[src/sv/rmq_pkg.sv]
package rmq_pkg;

   // default number format: signed Q1.14 in 16 bits
   localparam int DATA_WIDTH_DEF = 16;
   localparam int FRAC_BITS_DEF  = 14;

   // which quaternion component comes straight from the root
   typedef logic [1:0] axis_type;

   localparam axis_type AXIS_X = 2'd0;
   localparam axis_type AXIS_Y = 2'd1;
   localparam axis_type AXIS_Z = 2'd2;
   localparam axis_type AXIS_W = 2'd3;

endpackage

[src/sv/rmq_sqrt.sv]
module rmq_sqrt import rmq_pkg::*; #(
   parameter int RADW = 32,
   localparam int SW  = (RADW + 1) / 2,
   localparam int TW  = 2 * SW + 1
) (
   input  logic            clock,
   input  logic            en,
   input  logic [RADW-1:0] rad,
   output logic [SW-1:0]   root
);

   logic [TW-1:0] rem_ff  [SW+1];
   logic [SW-1:0] root_ff [SW+1];

   // entry register
   always_ff @(posedge clock) begin
      if (en) begin
         rem_ff[0]  <= TW'(rad);
         root_ff[0] <= '0;
      end
   end

   // one root bit per stage, most significant first
   for (genvar n = 1; n <= SW; n++) begin : g_stage
      localparam int B = SW - n;
      logic [TW-1:0] test;
      assign test = (TW'(root_ff[n-1]) << (B + 1)) + (TW'(1) << (2 * B));
      always_ff @(posedge clock) begin
         if (en) begin
            if (rem_ff[n-1] >= test) begin
               rem_ff[n]  <= rem_ff[n-1] - test;
               root_ff[n] <= root_ff[n-1] | (SW'(1) << B);
            end else begin
               rem_ff[n]  <= rem_ff[n-1];
               root_ff[n] <= root_ff[n-1];
            end
         end
      end
   end

   assign root = root_ff[SW];

endmodule

[config.mk]
export PLATFORM = sky130hd
export DESIGN_NAME = rmq_sqrt
export DESIGN_NICKNAME = d
export VERILOG_FILES = /design/src/sv/rmq_pkg.sv /design/src/sv/rmq_sqrt.sv
export SDC_FILE = /design/constraint.sdc
export NUM_CORES = 1
export LEC_CHECK = 0
export BUFFER_PORTS_ARGS = -buffer_cell sky130_fd_sc_hd__buf_2
export CORE_AREA = 2 2 281 283
export CTS_CLUSTER_DIAMETER = 50
export DETAILED_ROUTE_END_ITERATION = 10
export DIE_AREA = 0 0 283 285
export GPL_ROUTABILITY_DRIVEN = 0
export SYNTH_ARGS = -nofsm -noshare
export SYNTH_HDL_FRONTEND = slang
export SYNTH_SLANG_ARGS = --single-unit
[constraint.sdc]
create_clock -name clock -period 5.28 [get_ports clock]
set_input_delay 1.32 -clock clock [delete_from_list [all_inputs] [get_ports clock]]
set_output_delay 1.32 -clock clock [all_outputs]
set_load 0.05 [all_outputs]
---- Yosys cells after proc, flatten, opt, wreduce, memory -nomap -nowiden ----
Memory sizes are Yosys's and may differ from the RTL's.
Cells that the tools add are included.
operators by class
  $add $sub $neg .......................... 32
  $mul .................................... 0
  divide/modulo/power cells ............... 0
  $lt $le $gt $ge ......................... 16
  equal/unequal tests ..................... 0
  shifts and indexed selects .............. 0
  muxes and demuxes ....................... 130
  bitwise logic cells ..................... 32
  reductions and logical operators ........ 0
operators with widths
  operator                                                          count
  33-bit two-way mux                                                16
  16-bit two-way mux                                                16
  1-bit two-way mux                                                 98
  32-bit by 31-bit adder with 33-bit output, second input constant  1
  33-bit by 18-bit greater-or-equal comparator with 1-bit output    1
  33-bit by 19-bit greater-or-equal comparator with 1-bit output    1
  33-bit by 20-bit greater-or-equal comparator with 1-bit output    1
  33-bit by 21-bit greater-or-equal comparator with 1-bit output    1
  33-bit by 22-bit greater-or-equal comparator with 1-bit output    1
  33-bit by 23-bit greater-or-equal comparator with 1-bit output    1
  33-bit by 24-bit greater-or-equal comparator with 1-bit output    1
  33-bit by 25-bit greater-or-equal comparator with 1-bit output    1
  33-bit by 26-bit greater-or-equal comparator with 1-bit output    1
  33-bit by 27-bit greater-or-equal comparator with 1-bit output    1
  33-bit by 28-bit greater-or-equal comparator with 1-bit output    1
  33-bit by 29-bit greater-or-equal comparator with 1-bit output    1
  33-bit by 30-bit greater-or-equal comparator with 1-bit output    1
  33-bit by 31-bit greater-or-equal comparator with 1-bit output    1
  33-bit by 32-bit greater-or-equal comparator with 1-bit output    1
  33-bit greater-or-equal comparator                                1
  33-bit by 18-bit subtractor with 33-bit output                    1
  33-bit by 19-bit subtractor with 33-bit output                    1
  33-bit by 20-bit subtractor with 33-bit output                    1
  33-bit by 21-bit subtractor with 33-bit output                    1
  28 further kinds                                                  59
storage, ports and cells
  register bits ........................... 0
  latch bits .............................. 0
  RAM bits ................................ 833
  bits in read-only memories .............. 0
  input port bits ......................... 34
  output and inout port bits .............. 16
  memories ................................ 2
memories
  memory   depth  bits a word  read ports  clocked after memory_dff  wr ports  line            RTL
  rem_ff   17     33           16          0                         17        rmq_sqrt.sv:12  logic [TW-1:0] rem_ff [SW+1];
  root_ff  17     16           17          0                         17        rmq_sqrt.sv:13  logic [SW-1:0] root_ff [SW+1];

---- Logic depth before layout (Yosys ltp) ----
An unclocked memory read counts as a cell.
  depth in word-level cells ............... 7
  mapped depth ............................ 12

---- Worst setup path before layout ----
OpenSTA, ideal clock, no wires.
  path kind ............................... input-to-reg
  start ................................... input en
  end ..................................... memory rem_ff[15][0] in the netlist's numbering, enable pin
  library setup time ...................... 0.422 ns
  data arrival time ....................... 3.184 ns
  setup slack ............................. 1.674 ns
  cell stages on the path ................. 3
  buffers on the path ..................... 3
  cells stage by stage .................... clkbuf_1 clkbuf_1 clkbuf_1
RTL lines
  element      line            RTL
  from (decl)  rmq_sqrt.sv:7   input logic en,
  to (decl)    rmq_sqrt.sv:12

==> flow_summary.ini <==
[synthesis]
netlist_area_sq_um = 30900
yosys_warnings = 0
yosysSeqAreaShare_pct = 64.5
avgSynthCellArea_sq_um = 13.0
ys_async_sr_fraction_pct = 0
synth.distinct_cells = 73
synth_fp_nets = 2557
ys_ff_latch = 663
synthFlopType = edfxtp_1
synth_edf_count = 663
synth_cells = 2373

[clock_network]
cts_tree = yes
post_cts.repair.setup_buffers = 0
cts.sinks = 663
htree_levels = 3
clk_latency_ns = 0.63
clk_pin_slew_ns = 0.06
cts.path.max_buffers = 3
ctsResizeCount = 0
ctsHoldBuffers = 0
cts_inserted_buffers = 77
cts_root_buffer = clkbuf_16

[routing]
wl_per_cell_microns = 17.8
wl_microns = 63900
ant_nets = 0
viasPerCell = 5.22
drt_iter0_markers = 1209
drcViolationCount = 0
vias = 18737
drt_first_pass_iters = 5

[critical_path]
cp-start-kind = flip-flop
cp.buffers_inverters = 2
reg2regPathDepth = 10
cp.depth = 10
cpMaxStageDelayCell = nor4_1
crit_fanout = 29
criticalPathCategory = flip-flop to flip-flop
crit_family = simple AND/OR/NAND/NOR gates
path_cells = inv_1 -> ha_1 -> nand3_1 -> nor4_1 -> a2111oi_2 -> o21ai_0 -> o21ai_1 -> buf_4 -> a2111oi_0 -> xor2_1
r2r_start = root_ff[13][10]
cp_slowest_stage_delay_ns = 0.79
timing.rr.end = rem_ff[14][26]
critical_path_arrival_ns = 3.96
reg2reg_slack_ns = 1.66
cp.required_ns = 5.62
cp-end-kind = flip-flop

[layout]
fin_cells = 3587
nNetsFinal = 2656
syn_to_final_growth_pct = 13.5
fillCellCount = 6866
design_area_sq_um = 35000
drive_gt1_share_pct = 8.91
antenna_cells = 0
final_cell_mix = 663 x edfxtp_1, 175 x inv_1, 171 x nand2_1
final_common_cell = edfxtp_1

[hold_path]
holdPathStages = 0
hold_class = flip-flop to flip-flop
min-delay-start = rem_ff[5][7]
holdPathEnd = rem_ff[6][7]

[floorplanning]
row_count = 103
core-area_sq_um = 78000
fp.dieArea_sq_um = 80700
die_y_microns = 285
initial_utilization_pct = 39.6
die_w_microns = 283
io_pins = 50

[pwr]
p_clk_share_pct = 38.4
irDropWorstVdd_v = 0.000269
p_per_area_nw_per_um2 = 402
leakage_nw = 13.1
p_switching_mw = 3.65
power.share.switching_pct = 25.9
p_comb_share_pct = 12.6
seq_power_share_pct = 49.1
p_total_mw = 14.1
internal-power_mw = 10.4

[placement]
dpl.hpwl_microns = 47200
io_buffers = 49
place_inst = 3443
placed_area_sq_um = 32400

[timing]
fin_tns_setup_ns = 0
finalMaxSlewViolations = 0
rsz0062_at_grt = no
hold_viol_final = 0
max_slew_margin_pct = 22.5
finalClockSkew_ns = 0.0256
min_period_ns = 3.62
worstMarginPinSlew_ns = 1.16
fmax_mhz = 276
post-route-period-util_pct = 68.6
finalSetupViolations = 0

[global_route]
grt_max_degree = 156
grt.overflow.total = 0
antenna_found_initial = 0
gr-usage-all-layers_pct = 15.7
grt_pass1_vias = 18853
grt_pass1_wl_microns = 100000

[run_status]
status = finished clean

[job]
maxCapViolCount = 0
## power by group through the flow
| stage | clock (mW) | sequential [mW] | combinational (mW) |
|---|---|---|---|
| final | 5.41 | 6.91 | 1.77 |
| after global routing | 5.74 | 6.97 | 1.99 |
| after CTS | 5.53 | 6.92 | 1.77 |
| after detailed placement | 0 | 7.02 | 1.76 |
| after global placement | 0 | 7.01 | 1.71 |
| after floorplan | 0 | 6.85 | 1.36 |
## registers in the layout (all words and copies together), names as in the netlist
| signal | count |
|---|---|
| root_ff | 136 |
| rem_ff | 527 |
## layout make-up
class / count / area, sq um / share of cell area, %
Sequential cell: 663 / 19900 / 56.8
Multi-Input combinational cell: 1486 / 10100 / 28.8
Clock buffer: 83 / 1970 / 5.62
Tap cell: 1050 / 1310 / 3.75
Clock inverter: 61 / 671 / 1.91
Inverter: 176 / 661 / 1.89
Timing Repair Buffer: 68 / 410 / 1.17
## through the flow
step	hold WS [ns]	utilization [%]	setup slack, ns
2_1_floorplan	0.417	-	1.67
3_3_place_gp	0.425	41.6	1.60
3_5_place_dp	0.432	41.6	1.55
4_1_cts	0.434	44.9	1.78
5_1_grt	0.447	44.9	1.49
6_report	0.434	44.9	1.66
## metal layers
| metal | global-route usage, % | up-vias | share of wire [%] | wire length [microns] |
|---|---|---|---|---|
| li1 | - | 9037 | - | - |
| met1 | 16.7 | 9028 | 38 | 24400 |
| met2 | 29.6 | 486 | 53 | 33700 |
| met3 | 2.74 | 186 | 3.8 | 2440 |
| met4 | 8.20 | 0 | 5.2 | 3310 |
| met5 | 0 | - | 0 | 0 |
## synth_stat cells, types with 4 or more instances
master | count | share of area, %
nor3b_1 | 10 | 0.24
a2111oi_0 | 4 | 0.11
mux2_2 | 8 | 0.29
o31ai_1 | 11 | 0.27
inv_1 | 175 | 2.1
nand3b_1 | 9 | 0.22
and2_1 | 13 | 0.26
a211oi_1 | 7 | 0.17
nand2_1 | 171 | 2.1
o21ai_0 | 121 | 2.0
or2_2 | 8 | 0.16
or3_1 | 30 | 0.61
and3_1 | 8 | 0.16
nand4_1 | 29 | 0.59
and4_1 | 4 | 0.11
nor4b_1 | 21 | 0.60
o211ai_1 | 9 | 0.22
clkbuf_1 | 36 | 0.44
or4b_2 | 4 | 0.13
a21boi_0 | 6 | 0.15
nor2_1 | 137 | 1.7
xnor2_1 | 107 | 3.0
buf_2 | 10 | 0.16
edfxtp_1 | 663 | 64
a21oi_1 | 112 | 1.8
nand2b_1 | 30 | 0.61
a21o_1 | 38 | 0.92
nor2b_1 | 23 | 0.47
and4b_1 | 4 | 0.13
o2111ai_1 | 5 | 0.14
or4_1 | 15 | 0.36
nand3_1 | 38 | 0.62
a31oi_1 | 11 | 0.22
nor4_1 | 73 | 1.5
o21a_1 | 30 | 0.73
ha_1 | 150 | 6.1
xor2_1 | 113 | 3.2
nor3_1 | 74 | 1.2
## logic make-up after synthesis
family                   synth area share, %
flip-flops                              64.5
adder cells (fa/ha/maj)                 6.08
buffers and inverters                   2.81
XOR/XNOR                                6.24
AO/OA/AOI/OAI                           7.75
AND/OR/NAND/NOR                         12.3
multiplexers                           0.389
## worst max-delay path by stage
stage | start | slack [ns] | end
6_report | root_ff[13][10] | 1.66 | rem_ff[14][26]
5_1_grt | rem_ff[14][7] | 1.49 | rem_ff[15][28]
4_1_cts | root_ff[13][10] | 1.78 | rem_ff[14][26]
3_5_place_dp | en | 1.55 | rem_ff[13][30]
3_3_place_gp | en | 1.60 | rem_ff[15][28]
2_1_floorplan | en | 1.67 | rem_ff[15][0]
Power figures use the tool's default switching activity.
