===== src/sv/rmq_pkg.sv =====
package rmq_pkg;

   // default number format: signed Q1.14 in 16 bits
   localparam int DATA_WIDTH_DEF = 16;
   localparam int FRAC_BITS_DEF  = 14;

   // which quaternion component comes straight from the root
   typedef logic [1:0] axis_type;

   localparam axis_type AXIS_X = 2'd0;
   localparam axis_type AXIS_Y = 2'd1;
   localparam axis_type AXIS_Z = 2'd2;
   localparam axis_type AXIS_W = 2'd3;

endpackage


===== src/sv/rmq_div.sv =====
module rmq_div import rmq_pkg::*; #(
   parameter int NUM_W = 32,
   parameter int DEN_W = 17,
   parameter int QB    = 16,
   localparam int XW   = ((NUM_W > DEN_W + QB) ? NUM_W : DEN_W + QB) + 1
) (
   input  logic             clock,
   input  logic             en,
   input  logic [NUM_W-1:0] num,
   input  logic [DEN_W-1:0] den,
   input  logic             neg,
   output logic [QB-1:0]    quo,
   output logic             quo_neg
);

   logic [XW-1:0]    rem_ff [QB+1];
   logic [QB-1:0]    q_ff   [QB+1];
   logic [DEN_W-1:0] den_ff [QB+1];
   logic             neg_ff [QB+1];
   logic             ovf_ff [QB+1];

   // entry: flag quotients too large for QB bits, they saturate later
   always_ff @(posedge clock) begin
      if (en) begin
         rem_ff[0] <= XW'(num);
         q_ff[0]   <= '0;
         den_ff[0] <= den;
         neg_ff[0] <= neg;
         ovf_ff[0] <= XW'(num) >= (XW'(den) << QB);
      end
   end

   // restoring division, one quotient bit per stage
   for (genvar n = 1; n <= QB; n++) begin : g_stage
      localparam int B = QB - n;
      logic [XW-1:0] sub;
      assign sub = XW'(den_ff[n-1]) << B;
      always_ff @(posedge clock) begin
         if (en) begin
            den_ff[n] <= den_ff[n-1];
            neg_ff[n] <= neg_ff[n-1];
            ovf_ff[n] <= ovf_ff[n-1];
            if (!ovf_ff[n-1] && rem_ff[n-1] >= sub) begin
               rem_ff[n] <= rem_ff[n-1] - sub;
               q_ff[n]   <= q_ff[n-1] | (QB'(1) << B);
            end else begin
               rem_ff[n] <= rem_ff[n-1];
               q_ff[n]   <= q_ff[n-1];
            end
         end
      end
   end

   assign quo     = ovf_ff[QB] ? '1 : q_ff[QB];
   assign quo_neg = neg_ff[QB];

endmodule


===== config.mk =====
export PLATFORM = sky130hd
export DESIGN_NAME = rmq_div
export DESIGN_NICKNAME = d
export VERILOG_FILES = /design/src/sv/rmq_pkg.sv /design/src/sv/rmq_div.sv
export SDC_FILE = /design/constraint.sdc
export NUM_CORES = 2
export LEC_CHECK = 0
export BUFFER_PORTS_ARGS = -buffer_cell sky130_fd_sc_hd__buf_2
export CORE_MARGIN = 8
export CORE_UTILIZATION = 30
export CTS_BUF_LIST = sky130_fd_sc_hd__clkbuf_2
export CTS_CLUSTER_DIAMETER = 80
export DETAILED_ROUTE_END_ITERATION = 7
export HOLD_SLACK_MARGIN = 0.08
export PLACE_DENSITY = 0.41
export SYNTH_ARGS = -nofsm -noshare
export SYNTH_HDL_FRONTEND = slang
export SYNTH_SLANG_ARGS = --single-unit

===== constraint.sdc =====
create_clock -name clock -period 3.5 [get_ports clock]
set_input_delay 0.525 -clock clock [delete_from_list [all_inputs] [get_ports clock]]
set_output_delay 0.525 -clock clock [all_outputs]
set_load 0.02 [all_outputs]

## Word-level counts from Yosys, hierarchy flattened

Memory sizes are Yosys's and may differ from the RTL's.
Index checks and enable logic that the tools add are counted.
W data, S select, Z words.

| word-level totals | value |
|---|---|
| bits in registers | 0 |
| latch bits | 0 |
| RAM bits | 1173 |
| bits in read-only memories | 0 |
| input bits | 52 |
| output and inout port bits | 17 |
| logic and storage cells | 233 |
| memories kept | 5 |

Memories:

| name | depth | bits a word | read ports | clocked after Yosys merged registers in | wr ports | RTL line | source |
|---|---|---|---|---|---|---|---|
| rem_ff | 17 | 34 | 16 | 0 | 17 | rmq_div.sv:16 | `logic [XW-1:0] rem_ff [QB+1];` |
| den_ff | 17 | 17 | 16 | 0 | 17 | rmq_div.sv:18 | `logic [DEN_W-1:0] den_ff [QB+1];` |
| q_ff | 17 | 16 | 17 | 0 | 17 | rmq_div.sv:17 | `logic [QB-1:0] q_ff [QB+1];` |
| neg_ff | 17 | 1 | 17 | 0 | 17 | rmq_div.sv:19 | `logic neg_ff [QB+1];` |
| ovf_ff | 17 | 1 | 17 | 0 | 17 | rmq_div.sv:20 | `logic ovf_ff [QB+1];` |

| cells by class | value |
|---|---|
| $add $sub $neg | 16 |
| multiply operators | 0 |
| div/mod/pow operators | 0 |
| $lt $le $gt $ge | 17 |
| eq/ne operators | 0 |
| shift-type cells | 0 |
| multiplexer cells | 131 |
| bitwise operators | 32 |
| reduce and logical (&&, ||, !) cells | 32 |

Operator list:

| kind | count |
|---|---|
| $mux W34 | 16 |
| $mux W16 | 17 |
| $mux W1 | 98 |
| $ge A34 B17 Y1 | 1 |
| $ge A34 B18 Y1 | 1 |
| $ge A34 B19 Y1 | 1 |
| $ge A34 B20 Y1 | 1 |
| $ge A34 B21 Y1 | 1 |
| $ge A34 B22 Y1 | 1 |
| $ge A34 B23 Y1 | 1 |
| $ge A34 B24 Y1 | 1 |
| $ge A34 B25 Y1 | 1 |
| $ge A34 B26 Y1 | 1 |
| $ge A34 B27 Y1 | 1 |
| $ge A34 B28 Y1 | 1 |
| $ge A34 B29 Y1 | 1 |
| $ge A34 B30 Y1 | 1 |
| $ge A34 B31 Y1 | 1 |
| $ge A34 B32 Y1 | 1 |
| $sub A34 B17 Y34 | 1 |
| $sub A34 B18 Y34 | 1 |
| $sub A34 B19 Y34 | 1 |
| $sub A34 B20 Y34 | 1 |
| $sub A34 B21 Y34 | 1 |
| other kinds (15) | 76 |

## Depth between registers and ports, before layout

An unclocked memory read counts as a cell.

| logic depth | value |
|---|---|
| depth in word-level cells | 7 |
| depth in mapped cells | 14 |

## Least setup slack after synthesis

Ideal clock, no wire load.

| timing path | value |
|---|---|
| kind | reg-to-reg |
| start | memory den_ff[2][1], in the netlist den_ff[0][35] |
| end | memory rem_ff[3][21] in the netlist's numbering, data pin |
| library setup time | 0.260 ns |
| arrival time | 2.911 ns |
| slack | 0.330 ns |
| stages on the path, launching flop included | 13 |
| path buffers | 2 |
| clock period less this slack | 3.170 ns |
| cell sequence | edfxtp_1 inv_1 ha_1 nor2b_1 o31a_1 o31a_1 o41ai_4 o21ai_1 a221oi_2 a22o_1 buf_2 buf_4 mux2_2 |

RTL lines:

| item | RTL line |
|---|---|
| start: declaration | rmq_div.sv:18 |
| end: declaration | rmq_div.sv:16 |

==> impl_metrics.csv <==
group,metric,value,unit
clocking,tritoncts,"done",
clocking,clkSinkCount,984,
synth,netlist.area_leader.share,0.5991,
synth,ys_ff_latch,984,
layout,multi_input_area,0.01835,mm2
critical_path,critPathKind,"reg2reg",
timing,fin_crit_sh,0.9724,
floorplanning,start_util,0.3006,
timing,relSlewSlack,0.2536,
flow_run,cap_violations,0,
critical_path,critPathArrivalTime,4.72,ns
layout,layout-drive-gt1-share,0.1878,
timing,max_freq,0.2938,GHz
detailed_routing,routedWlPerCell,15.98,um
synth,syn-cell-area,0.04932,mm2
placed_design,dp.cells,6320,
critical_path,crit_fanout,16,
critical_path,worst_setup_path_start_kind,"flop",
grt,grt_max_degree,170,
grt,grt_pass1_wl,174100,um
detailed_routing,drt_pass1_iterations,5,
floorplanning,num_rows,149,
clocking,numCtsBuffers,302,
pwr,max-vdd-ir-drop,0.3342,mV
synth,synth.largest_area_cell,"edfxtp_1",
floorplanning,fp.dieArea,0.1776,mm2
layout,utilization,0.3536,
timing,hold_violations,0,
layout,post_layout_nonfiller_instances,6973,
grt,grt_overflow,0,
layout,final_common_cell,"edfxtp_1",
clocking,cts_root_buf,"clkbuf_2",
layout,design_area,0.05801,mm2
layout,fin_nets,4955,
placed_design,gp_congestion,0.8730,
synth,synth_flop_cell,"edfxtp_1",
detailed_routing,wirelength,111400,um
floorplanning,ios,69,
layout,final_cell_mix,"984 x edfxtp_1, 435 x clkbuf_2, 359 x inv_1",
timing,grt_setup_unrepaired,"true",
grt,antenna_found_initial,4,
synth,synth_edf_count,984,
placed_design,hpwl,81170,um
floorplanning,fp.dieH,421.5,um
synth,syn_avg_cell_area,12.47,um2
pwr,power_per_cell_area,609.6,mW/mm2
timing,skew,0.1302,ns
placed_design,post-place-ws,-0.5595,ns
placed_design,place_area,0.05363,mm2
detailed_routing,drc,0,
clocking,clkSlewWorstSetupHoldPaths,0.08,ns
status,status,"finished, final reports clean",
synth,ys_types,94,
layout,syn2layout_area_growth,17.61,%
synth,syn-num-nets,4311,
timing,slew_violations,0,
clocking,clk_latency,1.62,ns
detailed_routing,ant_nets,0,
hold_path,hp-class,"reg2reg",
timing,tightest_slew,1.120,ns
timing,fin_crit,3.404,ns
placed_design,port_buffers,68,
floorplanning,die_w,421.5,um
layout,ff_latch_area,0.02955,mm2
synth,seq_area_frac_synth,0.5991,
synth,synthCells,3956,
critical_path,cp.required,4.82,ns
layout,fillers,16340,
clocking,clk_path_buf_depth,4,
critical_path,r2r_slack,0.1,ns
timing,post-route-worst-setup-slack,0.09649,ns
pwr,power.leakage,22.94,nW
grt,grt_pass1_vias,34710,
synth,yosysWarnings,0,
critical_path,cp-end-kind,"flop",
floorplanning,core,0.1641,mm2
synth,ys_top_cells_by_area,"edfxtp_1 60%, ha_1 7.3%, xnor2_1 3.1%",
detailed_routing,vias,31840,
clocking,htreeDepth,5,
timing,setup_viol,0,
detailed_routing,drt_iter0_markers,1157,
grt,grt_use_total,0.1219,
synth,synthArstFlopShare,0,
detailed_routing,viasPerCell,4.566,
## stage by stage
step	hold WS [ns]	TNS [ns]	power, mW
after CTS	0.2751	-1.054	35.95
after global placement	0.4003	-3.963	27.12
after floorplan	0.4003	0	23.94
final	0.3491	0	35.36
after detailed placement	0.4045	-3.482	27.18
after global routing	0.3397	-1.458	37.97
## registers in the layout, summed over array words and instances (netlist names)
| signal | flops |
|---|---|
| ovf_ff | 17 |
| q_ff | 136 |
| neg_ff | 17 |
| den_ff | 272 |
| rem_ff | 542 |
## cells in the mapped netlist (19+ instances only)
master and instances:
nor2_1 247, a21oi_1 241, nand4_1 36, a21o_1 88, edfxtp_1 984, a211oi_1 28, xor2_1 143, xnor2_1 177
o21a_1 51, o31ai_1 23, ha_1 288, nor4_1 46, nand3_1 61, clkbuf_1 52, nand2b_1 59, or2_2 32
inv_1 359, or3_1 25, a31oi_1 21, nor3_1 85, or4_1 22, o21ai_0 195, nand2_1 246, mux2_2 89
nor2b_1 48, buf_2 19
## worst max-delay path: stages, from the launching register on
cell and delay (ns):
edfxtp_1 0.44, or4_1 0.60, nor4_2 0.34, nor4b_2 0.48, a21oi_1 0.13, nor2_1 0.19
a21boi_4 0.35, inv_2 0.18, buf_12 0.19, nor2_1 0.11, a21oi_1 0.06
## final cells by class
type | instances | area share
inverters | 361 | 0.02336
repair buffers | 417 | 0.06234
well taps | 2189 | 0.04722
clock inverters | 45 | 0.003516
diodes | 8 | 0.0003451
clock buffers | 435 | 0.03753
flip-flops and latches | 984 | 0.5094
multi-input cells | 2534 | 0.3163
## final timing paths
check / startpoint / to / cells past startpoint
worst max-delay path: rem_ff[13][20] / rem_ff[14][6] / 10
worst min-delay path: den_ff[0][108] / den_ff[0][125] / 0
worst max register to register: rem_ff[13][20] / rem_ff[14][6] / 10
worst min register to register: den_ff[0][108] / den_ff[0][125] / 0
## per-layer routing
metal | GRT usage | vias to the layer above | wire, um
met3 | 0.02774 | 434 | 3962
met2 | 0.2435 | 634 | 61350
met4 | 0.08720 | 0 | 8076
li1 | - | 16040 | -
met5 | 0 | - | 0
met1 | 0.1040 | 14730 | 38050
## timing repair
| item | 4_1_cts | 5_1_grt |
|---|---|---|
| resized for setup | 17 | 65 |
| cloned | 0 | 1 |
| hold endpoints to repair | 1357 | 0 |
| setup buffers | 1 | 11 |
| pin swaps | 0 | 18 |
| setup endpoints to repair | 42 | 45 |
| hold buffers | 153 | 0 |
## where the power goes
part           switching [mW]  internal [mW]  leakage (nW)
sequential               1.12           15.3          9.61
combinational            5.73           4.97          11.4
clock                    4.89           3.32          1.91
## cells by family (layout without fill, tap and decap cells)
group	Yosys count	after routing	synth area share
AO/OA/AOI/OAI	800	800	0.1039
XOR/XNOR	320	320	0.05683
adder cells (fa/ha/maj)	303	303	0.07915
buffers and inverters	438	1258	0.03392
flip-flops	984	984	0.5991
multiplexers	105	105	0.02380
other	0	8	0
AND/OR/NAND/NOR	1006	1006	0.1033
Note: power is estimated with default switching activity, not from simulation.
