--- config.mk ---
export PLATFORM = sky130hd
export DESIGN_NAME = rmq_front
export DESIGN_NICKNAME = d
export VERILOG_FILES = /design/src/sv/rmq_pkg.sv /design/src/sv/rmq_front.sv
export SDC_FILE = /design/constraint.sdc
export NUM_CORES = 1
export LEC_CHECK = 0
export ABC_AREA = 0
export BUFFER_PORTS_ARGS = -buffer_cell sky130_fd_sc_hd__buf_2
export CAP_MARGIN = 15
export CELL_PAD_IN_SITES_DETAIL_PLACEMENT = 0
export CELL_PAD_IN_SITES_GLOBAL_PLACEMENT = 2
export CORE_ASPECT_RATIO = 1.75
export CORE_MARGIN = 4
export CORE_UTILIZATION = 39
export CTS_CLUSTER_SIZE = 12
export DETAILED_ROUTE_END_ITERATION = 10
export GPL_TIMING_DRIVEN = 0
export PLACE_DENSITY_LB_ADDON = 0.15
export SLEW_MARGIN = 20
export SYNTH_ARGS = -nofsm -noshare
export SYNTH_HDL_FRONTEND = slang
export SYNTH_SLANG_ARGS = --single-unit
--- constraint.sdc ---
create_clock -name clock -period 7.75 [get_ports clock]
set_input_delay 0 -clock clock [delete_from_list [all_inputs] [get_ports clock]]
set_output_delay 0 -clock clock [all_outputs]
set_load 0.02 [all_outputs]
--- src/sv/rmq_pkg.sv ---
package rmq_pkg;

   // default number format: signed Q1.14 in 16 bits
   localparam int DATA_WIDTH_DEF = 16;
   localparam int FRAC_BITS_DEF  = 14;

   // which quaternion component comes straight from the root
   typedef logic [1:0] axis_type;

   localparam axis_type AXIS_X = 2'd0;
   localparam axis_type AXIS_Y = 2'd1;
   localparam axis_type AXIS_Z = 2'd2;
   localparam axis_type AXIS_W = 2'd3;

endpackage

--- src/sv/rmq_front.sv ---
module rmq_front import rmq_pkg::*; #(
   parameter int DATA_WIDTH = DATA_WIDTH_DEF,
   parameter int FRAC_BITS  = FRAC_BITS_DEF,
   localparam int W    = DATA_WIDTH,
   localparam int RW   = W + 3,
   localparam int RADW = RW - 1 + FRAC_BITS
) (
   input  logic                  clock,
   input  logic                  en,
   input  logic signed [W-1:0]   m00, m01, m02,
   input  logic signed [W-1:0]   m10, m11, m12,
   input  logic signed [W-1:0]   m20, m21, m22,
   output logic [RADW-1:0]       rad_ff,
   output logic signed [W:0]     d0_ff, d1_ff, d2_ff,
   output axis_type              axis_ff,
   output logic                  clamp_ff
);

   localparam logic signed [RW-1:0] ONE = RW'(1) <<< FRAC_BITS;

   logic signed [RW-1:0] trace;
   logic signed [RW-1:0] r;
   logic signed [W:0]    d0_in, d1_in, d2_in;
   logic [RADW-1:0]      rad_in;
   axis_type             axis_in;
   logic                 clamp_in;
   axis_type             pick;

   // branch choice, radicand and the three sums or differences
   always_comb begin
      trace = RW'(m00) + RW'(m11) + RW'(m22);
      pick  = AXIS_X;
      if (m11 > m00) pick = AXIS_Y;
      if (m22 > ((pick == AXIS_Y) ? m11 : m00)) pick = AXIS_Z;

      if (trace > 0) begin
         axis_in = AXIS_W;
         r       = trace + ONE;
         d0_in   = (W+1)'(m21) - (W+1)'(m12);
         d1_in   = (W+1)'(m02) - (W+1)'(m20);
         d2_in   = (W+1)'(m10) - (W+1)'(m01);
      end else if (pick == AXIS_X) begin
         axis_in = AXIS_X;
         r       = RW'(m00) - RW'(m11) - RW'(m22) + ONE;
         d0_in   = (W+1)'(m10) + (W+1)'(m01);
         d1_in   = (W+1)'(m20) + (W+1)'(m02);
         d2_in   = (W+1)'(m21) - (W+1)'(m12);
      end else if (pick == AXIS_Y) begin
         axis_in = AXIS_Y;
         r       = RW'(m11) - RW'(m22) - RW'(m00) + ONE;
         d0_in   = (W+1)'(m21) + (W+1)'(m12);
         d1_in   = (W+1)'(m01) + (W+1)'(m10);
         d2_in   = (W+1)'(m02) - (W+1)'(m20);
      end else begin
         axis_in = AXIS_Z;
         r       = RW'(m22) - RW'(m00) - RW'(m11) + ONE;
         d0_in   = (W+1)'(m02) + (W+1)'(m20);
         d1_in   = (W+1)'(m12) + (W+1)'(m21);
         d2_in   = (W+1)'(m10) - (W+1)'(m01);
      end

      // non-positive radicand: not a rotation, clamp to one LSB
      clamp_in = (r <= 0);
      if (clamp_in) r = RW'(1);
      rad_in = RADW'(r[RW-2:0]) << FRAC_BITS;
   end

   always_ff @(posedge clock) begin
      if (en) begin
         rad_ff   <= rad_in;
         d0_ff    <= d0_in;
         d1_ff    <= d1_in;
         d2_ff    <= d2_in;
         axis_ff  <= axis_in;
         clamp_ff <= clamp_in;
      end
   end

endmodule

-- Yosys cells after proc, flatten, opt, wreduce, memory -nomap -nowiden
Index checks and enable logic that the tools add are counted.
- input bits: 146
- register bits after elaboration: 72
- word-level logic and storage cells: 48
- output and inout port bits: 86
- equal/unequal tests: 2
- reductions and logical operators: 1
- order comparisons: 4
- $add $sub $neg: 18
- muxes and demuxes: 17
- operators by type and width (cell ; number):
    two-way mux 17 bit ; 9
    subtractor 16 x 16 -> 17 bit ; 6
    adder 18 x 16 -> 19 bit, second input constant ; 4
    adder 16 x 16 -> 17 bit ; 4
    two-way mux 19 bit ; 3
    subtractor 17 x 16 -> 18 bit ; 3
    greater-than comparator 16 bit ; 2
    <= comparator 19 x 1 -> 1 bit, second input constant ; 1
    adder 17 x 16 -> 18 bit ; 1
    greater-than comparator 18 x 1 -> 1 bit, second input constant ; 1
    two-way mux 16 bit ; 1
    two-way mux 2 bit ; 3
    equality test 2 x 1 -> 1 bit, second input constant ; 2
    logical NOT 2 bit ; 1
    two-way mux 1 bit ; 1

-- Logic depth before layout (Yosys ltp)
- depth after elaboration: 11
- mapped depth: 25
- depth with buffers taken out: 19

-- Worst setup path before layout
OpenSTA, ideal clock, no wires.
- kind: input port to flip-flop
- start point: input m00[13]
- end point: register rad_ff[14] (data pin)
- slack: 2.674 ns
- buffers on the path: 5
- setup time: 0.273 ns
- arrival: 4.803 ns
- cell stages on the path: 23
- data required time: 7.477 ns
- cells stage by stage: inv_1 -> ha_1 -> or4b_4 -> nor4_4 -> a32oi_1 -> o31ai_4 -> buf_6 -> buf_4 -> buf_2 -> buf_1 -> nor2_1 -> a21oi_1 -> ha_1 -> a211oi_1 -> nor2_1 -> o31a_1 -> or4_1 -> nand2_1 -> clkbuf_1 -> mux2i_1 -> inv_1 -> a31oi_1 -> o221ai_1
- cells in the longest elaborated chain, start to end: 11
- elaborated cells on any way between the ends: 24
- classes of those cells: add/sub (11); order compare (4); eq/ne (2); mux (6); reduce/logical (1)
- RTL lines (item ; RTL line ; text):
    start, declared ; rmq_front.sv:10 ; input logic signed [W-1:0] m00, m01, m02,
    branches (longest 9 deep; another with adder 18 x 16 -> 19 bit) ; n/a ;
    two-way mux 19 bit * ; rmq_front.sv:36 ; if (trace > 0) begin
    <= comparator 19 x 1 -> 1 bit ; rmq_front.sv:63 ; clamp_in = (r <= 0);
    end signal, assigned ; rmq_front.sv:70 ; rad_ff <= rad_in;
    end, declared ; rmq_front.sv:13 ; output logic [RADW-1:0] rad_ff,
Mark *: on every way between the ends.
A chain may end at the register's enable or synchronous reset.

-- Final worst setup path
- start point: input m00[1]
- end point: register rad_ff[14] (data pin)
Same word-level chain as after synthesis.

==> results.toml <==
[routing]
dr.pass1.iters = 5
vias_per_cell = 5.59
routed-via-count = 14000
wl_per_cell_um = 22.9
drt_iter0_drc = 707
drtAntennaViolNets = 0
post-route-drc-count = 0
finalWirelength_um = 57200

[sta]
fmax_ghz = 0.137
finalSetupViolCount = 0
hold_violations = 0
worst_pin_slew_ns = 1.21
min_period_ns = 7.32
slew_headroom_pct = 18.3
timing.final.crit_share_pct = 94.4
maxSlewViolCount = 0
rsz0062_at_grt = "no"
finalWorstSetupSlack_ns = 0.431

[placement]
io_buffers = 217
hpwlAfterDp_um = 49400
dpl-instance-area_um2 = 16800
place_ws_ns = -0.976
place_congestion = 0.925

[critical_path]
crit_path_start_kind = "primary input"
crit_type = "in -> reg"
critPathArrivalTime_ns = 7.50
endpoint_kind = "register"
critPathMaxFanout = 10
crit_required_ns = 7.93
startpoint = "m00[1]"

[clock_network]
root_buffer = "clkbuf_16"
cts_buffers = 9
clock_path_buffers = 2
cts_sinks = 72
cts_htree_levels = 3
postCtsSetupRepairBufs = 0
clkTransAtPathRegs_ns = 0.06
cts_tree = "yes"

[pwr]
peakVddDrop_v = 0.000122
power.density_nw_per_um2 = 215
p_leak_uw = 0.00800

[yosys]
synth_flop_cell = "edfxtp_1"
synth-edff-count = 72
netlist_instances = 1769
syn_area_per_cell_um2 = 8.48
synth_area_um2 = 15000
yosys_warnings = 0
synthDistinctLibCells = 96
synth.most_common_cell = "ha_1"
synth_top_area_cell = "ha_1"
synth-seq-area-share_pct = 14.4
synthTopCellsByArea = "ha_1, edfxtp_1, fa_1"
ys_ff_latch = 72
post-synth-top-area-fraction_pct = 21.3
async_flop_share_pct = 0
ys_top_cells_by_count = "ha_1, inv_1, a21oi_1, nor2_1, nand2_1"

[finish]
design_area_um2 = 17100
nets = 2487
area_growth_pct = 13.9
layout.area.seq_um2 = 2160
drive_gt1_share_pct = 15.9
fillers = 3888
multiInputGateArea_um2 = 11800

[worst_hold_path]
hp-start = "en"
hp-class = "in -> reg"
min_path_cells = 1
holdPathEnd = "d2_ff[16]"

[die]
io_pins = 232
die_h_um = 267
die-area_um2 = 41800
die_w_um = 156
initial_core_util_pct = 39.6
core_area_um2 = 37900
rows = 94

[global_route]
grt_overflow = 0
grt_pass1_wl_um = 84700
grt_usage_pct = 26.9
antenna_found_initial = 1
first_global_vias = 14700
grt_max_degree = 47

[status]
outcome = "complete, no violations"

[run]
cap_viol_max_count = 0
[repair_timing]
action / 4_1_cts / 5_1_grt
endpoints found under the hold margin: 0 / 0
gates resized for setup: 4 / 3
hold buffers: 0 / 0
endpoints found under the setup margin: 40 / 5
[layout by cell type, fill, tap and decap left out, drive strengths merged, types with 10 or more instances in the layout]
master / n
a21o: 25
nor3: 42
a211oi: 31
nor4: 11
xor2: 36
xnor2: 91
clkbuf: 41
inv: 183
nor2b: 24
nand2b: 20
nand2: 97
nor2: 152
a2111oi: 10
o21ai: 84
conb: 14
ha: 256
fa: 74
o21a: 15
buf: 263
edfxtp: 72
o211ai: 23
mux2i: 42
a21oi: 155
o21bai: 23
a31oi: 17
o31ai: 13
nand3: 26
or3: 21
[per-stage QoR]
stage               cells  total power [uW]  util [%]  TNS, ns  hold WS (ns)
floorplan            1782              2320         -        0         0.112
global placement     2479              3200      44.2   -26.05         0.449
detailed placement   2480              3210      44.3   -30.16         0.443
CTS                  2496              3680      45.1        0         0.102
global route         2497              3920      45.1        0         0.112
finish               2497              3680      45.1        0         0.106
[final cells by class]
class / count / share of cell area [%]
Tap cell: 480 / 3.51
Clock buffer: 9 / 1.32
Multi-Input combinational cell: 1452 / 69.1
Antenna cell: 1 / 0.0146
Clock inverter: 7 / 0.461
Inverter: 181 / 3.97
Buffer: 77 / 2.46
Timing Repair Buffer: 218 / 6.53
Sequential cell: 72 / 12.6
[power breakdown]
group	switching (uW)	total, uW	internal, uW
clock network	198	451	252
registers	49.5	643	593
logic	1670	2580	917
[routing by layer]
metal / GRT usage (%) / up-vias / routed length (um)
li1: - / 6734 / -
met1: 24.7 / 6695 / 18900
met2: 54.8 / 388 / 32500
met3: 1.96 / 133 / 1560
met4: 17.3 / 0 / 4300
met5: 0 / - / 0
[worst max path at each step]
| stage | depth (start not counted) | to | slack [ns] |
|---|---|---|---|
| floorplan | 23 | rad_ff[14] | 2.67 |
| global placement | 22 | rad_ff[27] | -0.92 |
| detailed placement | 22 | rad_ff[27] | -0.98 |
| CTS | 22 | rad_ff[27] | 0.05 |
| global route | 25 | rad_ff[14] | 0.21 |
| finish | 24 | rad_ff[14] | 0.43 |
[logic make-up (layout without fill, tap and decap cells)]
kind of cell             Yosys count  count (layout)  synth area share, %
adder cells (fa/ha/maj)          330             330                 31.2
other                              1              15               0.0250
AND/OR/NAND/NOR                  443             443                 14.3
multiplexers                      50              50                 3.51
XOR/XNOR                         127             127                 7.41
flip-flops                        72              72                 14.4
buffers and inverters            258             492                 7.30
AO/OA/AOI/OAI                    488             488                 21.9
[worst max-delay path: stages]
cell	delay, ns
buf_2	0.14
inv_1	0.09
ha_1	0.39
nor2b_1	0.17
o21a_1	0.20
o311a_2	0.45
o31ai_4	0.65
buf_6	0.27
buf_4	0.24
buf_2	0.31
clkbuf_2	0.33
a21oi_1	0.13
ha_1	0.39
nand4_1	0.25
nor4_2	0.63
a21boi_0	0.54
or4_1	0.21
and2_1	0.18
buf_6	0.22
mux2i_1	0.49
nand4_1	0.40
nor4_1	0.42
a31oi_1	0.16
o221ai_1	0.22
[registers in the layout (all words and copies together) (netlist names)]
signal	count
rad_ff	18
d2_ff	17
d0_ff	17
axis_ff	2
clamp_ff	1
d1_ff	17
No activity file was read; power rests on OpenSTA's default activity.
