$ cat src/sv/rmq_pkg.sv
package rmq_pkg;

   // default number format: signed Q1.14 in 16 bits
   localparam int DATA_WIDTH_DEF = 16;
   localparam int FRAC_BITS_DEF  = 14;

   // which quaternion component comes straight from the root
   typedef logic [1:0] axis_type;

   localparam axis_type AXIS_X = 2'd0;
   localparam axis_type AXIS_Y = 2'd1;
   localparam axis_type AXIS_Z = 2'd2;
   localparam axis_type AXIS_W = 2'd3;

endpackage

$ cat src/sv/rmq_delay.sv
module rmq_delay import rmq_pkg::*; #(
   parameter int WIDTH = 8,
   parameter int DEPTH = 2
) (
   input  logic             clock,
   input  logic             en,
   input  logic [WIDTH-1:0] din,
   output logic [WIDTH-1:0] dout
);

   logic [WIDTH-1:0] tap_ff [DEPTH];

   // side data shift line, moves with the pipeline enable
   always_ff @(posedge clock) begin
      if (en) begin
         tap_ff[0] <= din;
         for (int n = 1; n < DEPTH; n++) begin
            tap_ff[n] <= tap_ff[n-1];
         end
      end
   end

   assign dout = tap_ff[DEPTH-1];

endmodule

$ cat config.mk
export PLATFORM = sky130hd
export DESIGN_NAME = rmq_delay
export DESIGN_NICKNAME = d
export VERILOG_FILES = /design/src/sv/rmq_pkg.sv /design/src/sv/rmq_delay.sv
export SDC_FILE = /design/constraint.sdc
export NUM_CORES = 1
export LEC_CHECK = 0
export BUFFER_PORTS_ARGS = -buffer_cell sky130_fd_sc_hd__buf_2
export CORE_AREA = 2 2 39 41
export CTS_CLUSTER_DIAMETER = 120
export CTS_CLUSTER_SIZE = 12
export DETAILED_ROUTE_END_ITERATION = 8
export DIE_AREA = 0 0 41 43
export GPL_TIMING_DRIVEN = 0
export PLACE_DENSITY = 0.68
export REMOVE_ABC_BUFFERS = 1
export SLEW_MARGIN = 20
export SYNTH_ARGS = -nofsm -noshare
export SYNTH_HDL_FRONTEND = slang
export SYNTH_SLANG_ARGS = --single-unit
$ cat constraint.sdc
create_clock -name clock -period 1 [get_ports clock]
set_input_delay 0.2 -clock clock [delete_from_list [all_inputs] [get_ports clock]]
set_output_delay 0.2 -clock clock [all_outputs]
set_load 0.005 [all_outputs]
* Yosys cells after proc, flatten, opt, wreduce, memory -nomap -nowiden
Memory sizes are Yosys's and may differ from the RTL's. Index checks and enable logic that the tools add are counted.
Storage, ports and cells: bits in registers 0, bits in latches 0, RAM bits 16, ROM bits 0, bits of input ports 10, output and inout port bits 8, word-level logic and storage cells 3, memories kept 1
Memory list:
- tap_ff | words 2, bits a word 8, read ports 2, clocked after memory_dff 0, wr ports 2, RTL line rmq_delay.sv:11 | logic [WIDTH-1:0] tap_ff [DEPTH];
Operators by class: add/subtract/negate cells 0, multiply operators 0, divide/modulo/power cells 0, order comparisons 0, eq/ne operators 0, shift operators 0, multiplexer cells 2, bitwise gates (word level) 0, reduce and logical (&&, ||, !) cells 0
Operators by type and width (count):
- $mux W1 | 2

* Depth between registers and ports, before layout
Gate-level depths: netlist of the first run.
word-level depth 2, gate-level depth with buffers 1, gate-level depth less buffers 0

* Worst setup path before layout of the first run
OpenSTA, ideal clock, no wires.
path type reg2out, start mem tap_ff[1][0], in the netlist tap_ff[0][8], end out dout[0], arrival 0.467 ns, data required time 0.800 ns, slack 0.333 ns, stages on the path, launching flop included 2, buffers on the path 1, cell sequence edfxtp_1 -> buf_4
RTL lines:
- start, declared | RTL line rmq_delay.sv:11
- end, declared | RTL line rmq_delay.sv:8 | output logic [WIDTH-1:0] dout

==> results of run 1 <==
## layout make-up
cell class,instances,share of cell area [%]
repair buffers,17,14.0
well taps,16,3.29
clock buffers,3,3.70
flip-flops and latches,16,79.0
## worst max path at each step
stage	slack, ns	depth (start not counted)	end
floorplan	0.41	0	tap_ff[0][10]
global placement	0.19	1	tap_ff[0][10]
detailed placement	0.15	1	tap_ff[0][10]
CTS	-0.004	1	dout[6]
global route	-0.03	1	dout[6]
finish	0.02	1	dout[6]
## report_power, final
group	switching (W)	internal, W
Combinational	0.0000244	0.0000254
Clock	0.000165	0.000139
Sequential	0.00000998	0.000794
## metal layers
layer  global-route usage (%)  routed length (um)  vias to the layer above
met3                     3.14                  68                        0
met5                        0                   0                        -
met1                     9.82                 233                       84
met4                     6.00                   0                        0
met2                     9.06                 252                       14
li1                         -                   -                      105
## logic make-up (layout without fill, tap and decap cells)
| logic type | count (synthesis) | count (layout) | share of synthesized area (%) |
|---|---|---|---|
| flip-flops | 16 | 16 | 88.9 |
| buffers and inverters | 8 | 20 | 11.1 |
## timing repair
| item | CTS | global route |
|---|---|---|
| hold buffers | 0 | 0 |
| setup endpoints to repair | 1 | 4 |
| gates cloned | 0 | 0 |
## stage by stage
step | area [sq um] | hold WS [ns] | std cells
after CTS | 608 | 0.0876 | 52
after detailed placement | 586 | 0.378 | 49
after floorplan | 480 | 0.299 | 16
after global routing | 608 | 0.0764 | 52
after global placement | 586 | 0.378 | 49
final | 608 | 0.0997 | 52
## cells in the final DEF (no fill, tap or decap)
cell	instances
edfxtp_1	16
buf_2	17
clkbuf_4	3
==> metrics, run 1 <==
total power=0.00116 W; post-synthesis instance area=541 sq um; Post-synth EDFFs=16; Worst R2R Setup Slack=0.37 ns; WP data required=0.80 ns; Final period util=97.9%; layout cells sized above 1=55.6%; PnR worst setup slack=0.0206 ns; Port Buffers=17; TritonCTS clock tree=yes; MaxCap Viol Count=0; DRC viols=0; hold crit path type=in2reg; Pre-antenna DRT Iters=1; Slowest Stage Delay on Critical Path=0.38 ns; max reg flops=16; Yosys warnings=0; R2R cell count=0; crit path kind=reg2out; Most flops, register=tap_ff; FILL cells=118; CP Max Fanout=1; GR Util All Layers=7.40%; area leader, netlist=edfxtp_1; P_leak=0.237 nW; hold violation total from the final report=0; Main synth FF type=edfxtp_1; Area Growth Syn to Fin=12.5%; Setup TNS=0 ns; P per Cell Area=1900 mW/mm^2; H-tree Lvls=1; Initial Utilization=39.1%; critical path endpoint category=primary output; Die Width=41 um; clock root buffer=clkbuf_4; largest net degree at the start of global routing=17; post-CTS setup buffer count=0; final net count=48; crit path DAT=0.78 ns; top-count cell post-synth=edfxtp_1; r2r startpoint=tap_ff[0][7]; Worst Hold Depth=1; area share of the largest cell type after synthesis=88.9%; Clock Path Buffers=2; CP Buf/Inv Count=1; hold_sp=din[1]; Final ANT Viol Nets=0; biggest regs=tap_ff (16); Core Rows=14; Crit. Startpoint=tap_ff[0][14]; clk_skew=0.000519 ns; Post-synth ARST share=0%; peak supply drop=0.695 mV; Worst slew margin=77.7%; Yosys reg bits=16; status=complete, no violations; Remaining Overflow, GRT=0; total core area=0.00138 sq mm; Die Y=43 um; RR Endpoint=tap_ff[0][15]; Worst path slowest cell=edfxtp_1; multi-input logic area=0 sq um; CP startpoint kind=flip-flop; sequential share of the synthesized area=88.9%; DR vias=203; cell family with most CP delay=flip-flops; Clk pin slew, worst setup/hold paths=0.08 ns; CTS buffer count=3; Gate Count Post-Synth=24; Antenna Cells=0; DRT iter0 DRCs=0; vias in the first global route=193; initial antenna violation count=0; worst-margin pin slew=0.334 ns; WL per Instance=10.6 um; final core occ=43.9%; first-pass GRT wire length=786 um; Num Clock Sinks=16; commonest cells in the synthesized netlist=16 x edfxtp_1, 8 x buf_4; fmax=1.02 GHz; DR vias/cell=3.90; synth unique cells=2; routability cong.=0.619; Clk Latency, worst-skew pair=0.27 ns; Syn Area/Cell=22.5 sq um; die footprint=0.00176 sq mm; Setup Viol. Count Final=0; Register Area=480 sq um; RSZ-0062 raised after global routing=true; multi-input logic cell count=0; dominant cells by area after synthesis=edfxtp_1 89%, buf_4 11%; post-CTS sizing=0; max-slew violation count=0; Hold EP=tap_ff[0][1]; IO Pins=18; CP cell instances=buf_2; pre-CTS WS=0.150 ns; final WL=553 um; min Tclk post-route=0.979 ns
No activity file was read; power rests on OpenSTA's default activity.
==> run 2, diff against run 1 <==
- CORE_AREA: 2 2 39 41 -> not set
- CORE_UTILIZATION: not set -> 30
- DIE_AREA: 0 0 41 43 -> not set
- PLACE_DENSITY: 0.68 -> 0.54
==> run 2 against run 1 <==
Hold slack got worse by 0.0044 ns; critical path depth is the same; wire length rose by 2.7%; critical path type unchanged; global-route usage hardly changed; sequential cell count is the same.
==> metrics, run 2 (same netlist as run 1, synthesis figures left out) <==
CP startpoint kind=flip-flop; die footprint=0.00198 sq mm (+12%); Slowest Stage Delay on Critical Path=0.38 ns (about the same); Port Buffers=17 (unchanged); M3 GR Usage=5.31% (+2.2 points); Clock power frac=27.4% (+1.1 points); FILL cells=146 (+24%); RR Endpoint=tap_ff[0][15]; GR Util All Layers=7.43% (+0.031 points); most frequent cells in the layout=17 x buf_2, 16 x edfxtp_1, 3 x clkbuf_4; clock root buffer=clkbuf_4; WL per Instance=9.31 um (-12%); critical path endpoint category=primary output; peak supply drop=0.815 mV (+17%); max-slew violation count=0 (unchanged); R2R cell count=0 (unchanged); CTS buffer count=3 (unchanged); status=complete, no violations; CP cell instances=buf_2; CTS Hold Bufs=0 (unchanged); MaxCap Viol Count=0 (unchanged); multi-input logic cell count=0 (unchanged); Final period util=98.2% (+0.31 points); layout cells sized above 1=54.1% (-1.5 points); Psw=0.000215 W (+7.8%); P_leak=0.239 nW (+0.66%); crit path kind=reg2out; DR vias/cell=3.57 (-8.5%); total core area=0.00159 sq mm (+15%); DRC viols=0 (unchanged); Clk pin slew, worst setup/hold paths=0.08 ns (about the same); largest net degree at the start of global routing=17 (unchanged); hold crit path type=in2reg; Worst path slowest cell=edfxtp_1; routability cong.=0.612 (-1.1%); M2 GR Usage=11.2% (+2.1 points); CP endpoint=dout[5]; switching share of total power=18.2% (+1.0 points); Core Rows=14 (unchanged); Pint=0.000964 W (+0.56%); pre-CTS WS=0.150 ns (-0.000324 ns); vias in the first global route=203 (+5.2%); Antenna Cells=0 (unchanged); DR vias=218 (+7.4%); PnR worst setup slack=0.0176 ns (-0.00306 ns); r2r startpoint=tap_ff[0][7]; CP Max Fanout=1 (unchanged); fmax=1.02 GHz (-0.31%); WP depth=1 (unchanged); biggest regs=tap_ff (16); cell family with most CP delay=flip-flops; max reg flops=16 (unchanged); Worst slew margin=77.8% (about the same); P per Cell Area=1900 mW/mm^2 (-0.46%); Clock Path Buffers=2 (unchanged); Worst R2R Setup Slack=0.37 ns (about the same); TritonCTS clock tree=yes; IO Pins=18 (unchanged); hold violation total from the final report=0 (unchanged); Most flops, register=tap_ff; CP Buf/Inv Count=1 (unchanged); crit path DAT=0.78 ns (about the same); Setup Viol. Count Final=0 (unchanged); final net count=48 (unchanged); final WL=568 um (+2.7%); DRT iter0 DRCs=4 (+4); H-tree Lvls=1 (unchanged); final hold slack=0.0953 ns (-0.00439 ns); Die Y=44.4 um (+3.4%); share of total power in combinational logic=4.2% (about the same); min Tclk post-route=0.982 ns (+0.00306 ns); Num Clock Sinks=16 (unchanged); multi-input logic area=0 sq um (unchanged); Final ANT Viol Nets=0 (unchanged); Seq pwr share=68.4% (-1.0 points); first-pass GRT wire length=883 um (+12%); Initial Utilization=33.9% (-5.2 points); Area Growth Syn to Fin=15.0%; Clk Latency, worst-skew pair=0.27 ns (about the same); worst-margin pin slew=0.334 ns (-0.000883 ns); most common cell after layout, fill and taps aside=buf_2; Pre-antenna DRT Iters=4 (+3); initial antenna violation count=0 (unchanged); RSZ-0062 raised after global routing=true; total power=0.00118 W (+1.8%); final core occ=39.0% (-4.9 points); most used routing layer=met2; clk_skew=0.000911 ns (+0.000392 ns); Crit. Startpoint=tap_ff[0][13]; Die Width=44.4 um (+8.4%); GR Util met1=6.17% (-3.7 points); Remaining Overflow, GRT=0 (unchanged); WP data required=0.80 ns (about the same); Setup TNS=0 ns (unchanged)
run 2: metrics by stage:
step	cells	instance area, sq um
floorplan	16	480
finish	61	622
detailed placement	57	596
CTS	61	622
global route	61	622
global placement	57	596
run 2: power groups by stage:
stage	logic [W]	clock network, W	registers [W]
after CTS	0.0000509	0.000342	0.000807
after global placement	0.0000499	0	0.000818
final	0.0000496	0.000323	0.000806
after floorplan	0	0	0.000822
after global routing	0.0000556	0.000388	0.000809
after detailed placement	0.0000509	0	0.000823
run 2: layout make-up:
| class | instances | area (sq um) | area share, % |
|---|---|---|---|
| sequential | 16 | 480 | 77.3 |
| clock inverter | 1 | 3.75 | 0.604 |
| clock buffer | 3 | 22.5 | 3.62 |
| tap | 24 | 30.0 | 4.83 |
| timing repair buffer | 17 | 85.1 | 13.7 |
run 2: worst min-delay path by stage:
stage                start            to  slack [ns]  cells after the start
floorplan           din[0]  tap_ff[0][0]        0.30                      0
global placement    din[6]  tap_ff[0][6]        0.38                      1
detailed placement  din[5]  tap_ff[0][5]        0.38                      1
CTS                 din[5]  tap_ff[0][5]        0.09                      1
global route        din[2]  tap_ff[0][2]        0.06                      1
finish              din[5]  tap_ff[0][5]         0.1                      1
run 2: repair_timing:
action | in CTS | in global routing
resized for setup | 0 | 0
pin swaps | 0 | 0
setup buffers | 0 | 0
hold endpoints to repair | 0 | 0
setup endpoints to repair | 1 | 8
run 2: metal layers:
| metal | share of wire [%] | up-vias |
|---|---|---|
| met4 | 0 | 0 |
| li1 | - | 106 |
| met5 | 0 | - |
| met3 | 8.6 | 0 |
| met1 | 32 | 97 |
| met2 | 59 | 15 |
==> run 3, diff against run 2 <==
==> constraint.sdc (replaced) <==
create_clock -name clock -period 1 [get_ports clock]
set_input_delay 0.2 -clock clock [delete_from_list [all_inputs] [get_ports clock]]
set_output_delay 0.2 -clock clock [all_outputs]
set_load 0.1 [all_outputs]
==> run 3 against run 2 <==
Sequential power rose by 0.6%; hold slack about the same; clock power is essentially flat; the flow now finishes with violations (negative setup slack); non-clock buffer count unchanged; wire length increased by 1.9%; sequential cell count did not move; count of clock-buffer cells in the layout is the same; register-to-register slack is essentially flat; setup slack worse by 0.093 ns; combinational power grew to 4.6 times the previous value; die area did not move; highest routed layer unchanged.
==> metrics, run 3 (same netlist as run 1, synthesis figures left out) <==
status=finished, violations left; failing checks=negative setup slack; most frequent cells in the layout=16 x edfxtp_1, 9 x buf_2, 8 x buf_6; Final period util=108% (+9.3 points); Worst slew margin=77.8% (about the same); GR Util met1=6.43% (+0.27 points); crit path kind=reg2out; Core Rows=14 (unchanged); RSZ-0062 raised after global routing=true; CP Max Fanout=1 (unchanged); Crit. Startpoint=tap_ff[0][13]; final core occ=42.2% (+3.1 points); final hold slack=0.0953 ns (+0.0000208 ns); DRT iter0 DRCs=4 (unchanged); Clk Latency, worst-skew pair=0.27 ns (about the same); R2R cell count=0 (unchanged); vias in the first global route=211 (+3.9%); critical path endpoint category=primary output; H-tree Lvls=1 (unchanged); CTS buffer count=3 (unchanged); M3 GR Usage=5.31% (unchanged); CP Buf/Inv Count=1 (unchanged); DRC viols=0 (unchanged); layout cells sized above 1=54.1% (unchanged); most common cell after layout, fill and taps aside=edfxtp_1; Die Width=44.4 um (unchanged); WP depth=1 (unchanged); Initial Utilization=33.9% (unchanged); largest net degree at the start of global routing=17 (unchanged); Remaining Overflow, GRT=0 (unchanged); MaxCap Viol Count=0 (unchanged); PnR worst setup slack=-0.0758 ns (-0.0933 ns); worst-margin pin slew=0.334 ns (+0.00000989 ns); max-slew violation count=0 (unchanged); Die Y=44.4 um (unchanged); die footprint=0.00198 sq mm (unchanged); r2r startpoint=tap_ff[0][7]; crit path DAT=0.88 ns (+0.10 ns); P per Cell Area=2030 mW/mm^2 (+7.2%); M2 GR Usage=11.5% (+0.29 points); GR Util All Layers=7.60% (+0.17 points); final net count=48 (unchanged); P_leak=0.256 nW (+7.1%); Setup Viol. Count Final=8 (+8); Worst path slowest cell=edfxtp_1; hold violation total from the final report=0 (unchanged); clock root buffer=clkbuf_4; Antenna Cells=0 (unchanged); max reg flops=16 (unchanged); first-pass GRT wire length=910 um (+3.1%); pre-CTS WS=0.0625 ns (-0.0877 ns); dpl cells=57 (unchanged); CP endpoint=dout[5]; Final ANT Viol Nets=0 (unchanged); Num Clock Sinks=16 (unchanged); TritonCTS clock tree=yes; Most flops, register=tap_ff; final WL=579 um (+1.9%); DR vias/cell=3.64 (+1.8%); clk_skew=0.000801 ns (-0.000110 ns); post-CTS setup buffer count=0 (unchanged); peak supply drop=0.850 mV (+4.3%); routability cong.=0.612 (unchanged); multi-input logic area=0 sq um (unchanged); biggest regs=tap_ff (16); IO Pins=18 (unchanged); Pre-antenna DRT Iters=4 (unchanged); Slowest Stage Delay on Critical Path=0.40 ns (+0.02 ns); Clk pin slew, worst setup/hold paths=0.08 ns (about the same); RR Endpoint=tap_ff[0][15]; hold crit path type=in2reg; Port Buffers=17 (unchanged); cell family with most CP delay=flip-flops; CP startpoint kind=flip-flop; CP cell instances=buf_6; fmax=0.930 GHz (-8.7%); Area Growth Syn to Fin=24.3%; initial antenna violation count=0 (unchanged); WP data required=0.80 ns (about the same); non-filler cells, final=61 (unchanged); Worst R2R Setup Slack=0.37 ns (about the same); WL per Instance=9.49 um (+1.9%); total core area=0.00159 sq mm (unchanged); most used routing layer=met2; multi-input logic cell count=0 (unchanged); min Tclk post-route=1.08 ns (+0.0933 ns); DR vias=222 (+1.8%); Clock Path Buffers=2 (unchanged)
[run 3: stage by stage]
stage / cell area (sq um) / setup TNS [ns] / power [W]
finish: 672 / -0.491 / 0.00137
CTS: 672 / -0.619 / 0.00139
global placement: 596 / 0 / 0.00102
floorplan: 480 / -0.832 / 0.000978
global route: 672 / -0.891 / 0.00144
detailed placement: 596 / 0 / 0.00103
[run 3: worst min path at each step]
| stage | start | to | slack (ns) | cells after the start |
|---|---|---|---|---|
| 3_3_place_gp | din[6] | tap_ff[0][6] | 0.38 | 1 |
| 5_1_grt | din[2] | tap_ff[0][2] | 0.06 | 1 |
| 4_1_cts | din[5] | tap_ff[0][5] | 0.09 | 1 |
| 3_5_place_dp | din[5] | tap_ff[0][5] | 0.38 | 1 |
| 6_report | din[5] | tap_ff[0][5] | 0.1 | 1 |
| 2_1_floorplan | din[0] | tap_ff[0][0] | 0.30 | 0 |
[run 3: report_power, final]
| part | internal [W] | switching [W] |
|---|---|---|
| registers | 0.000795 | 0.0000165 |
| clock network | 0.000144 | 0.000179 |
| logic | 0.0000518 | 0.000178 |
| total | 0.000991 | 0.000374 |
[run 3: timing repair]
action,in CTS,in global routing
hold buffers,0,0
endpoints found under the setup margin,8,8
resized for setup,16,0
[run 3: final cells by class]
cell class	count	area, sq um
clock buffer	3	22.5
clock inverter	1	3.75
fill	132	922
sequential	16	480
tap	24	30.0
timing repair buffer	17	135
[run 3: layer usage]
metal | share of wire, % | vias up | routed length (um)
met4 | 0 | 0 | 0
met3 | 8.6 | 0 | 50
met5 | 0 | - | 0
met1 | 32 | 101 | 184
li1 | - | 106 | -
met2 | 59 | 15 | 344
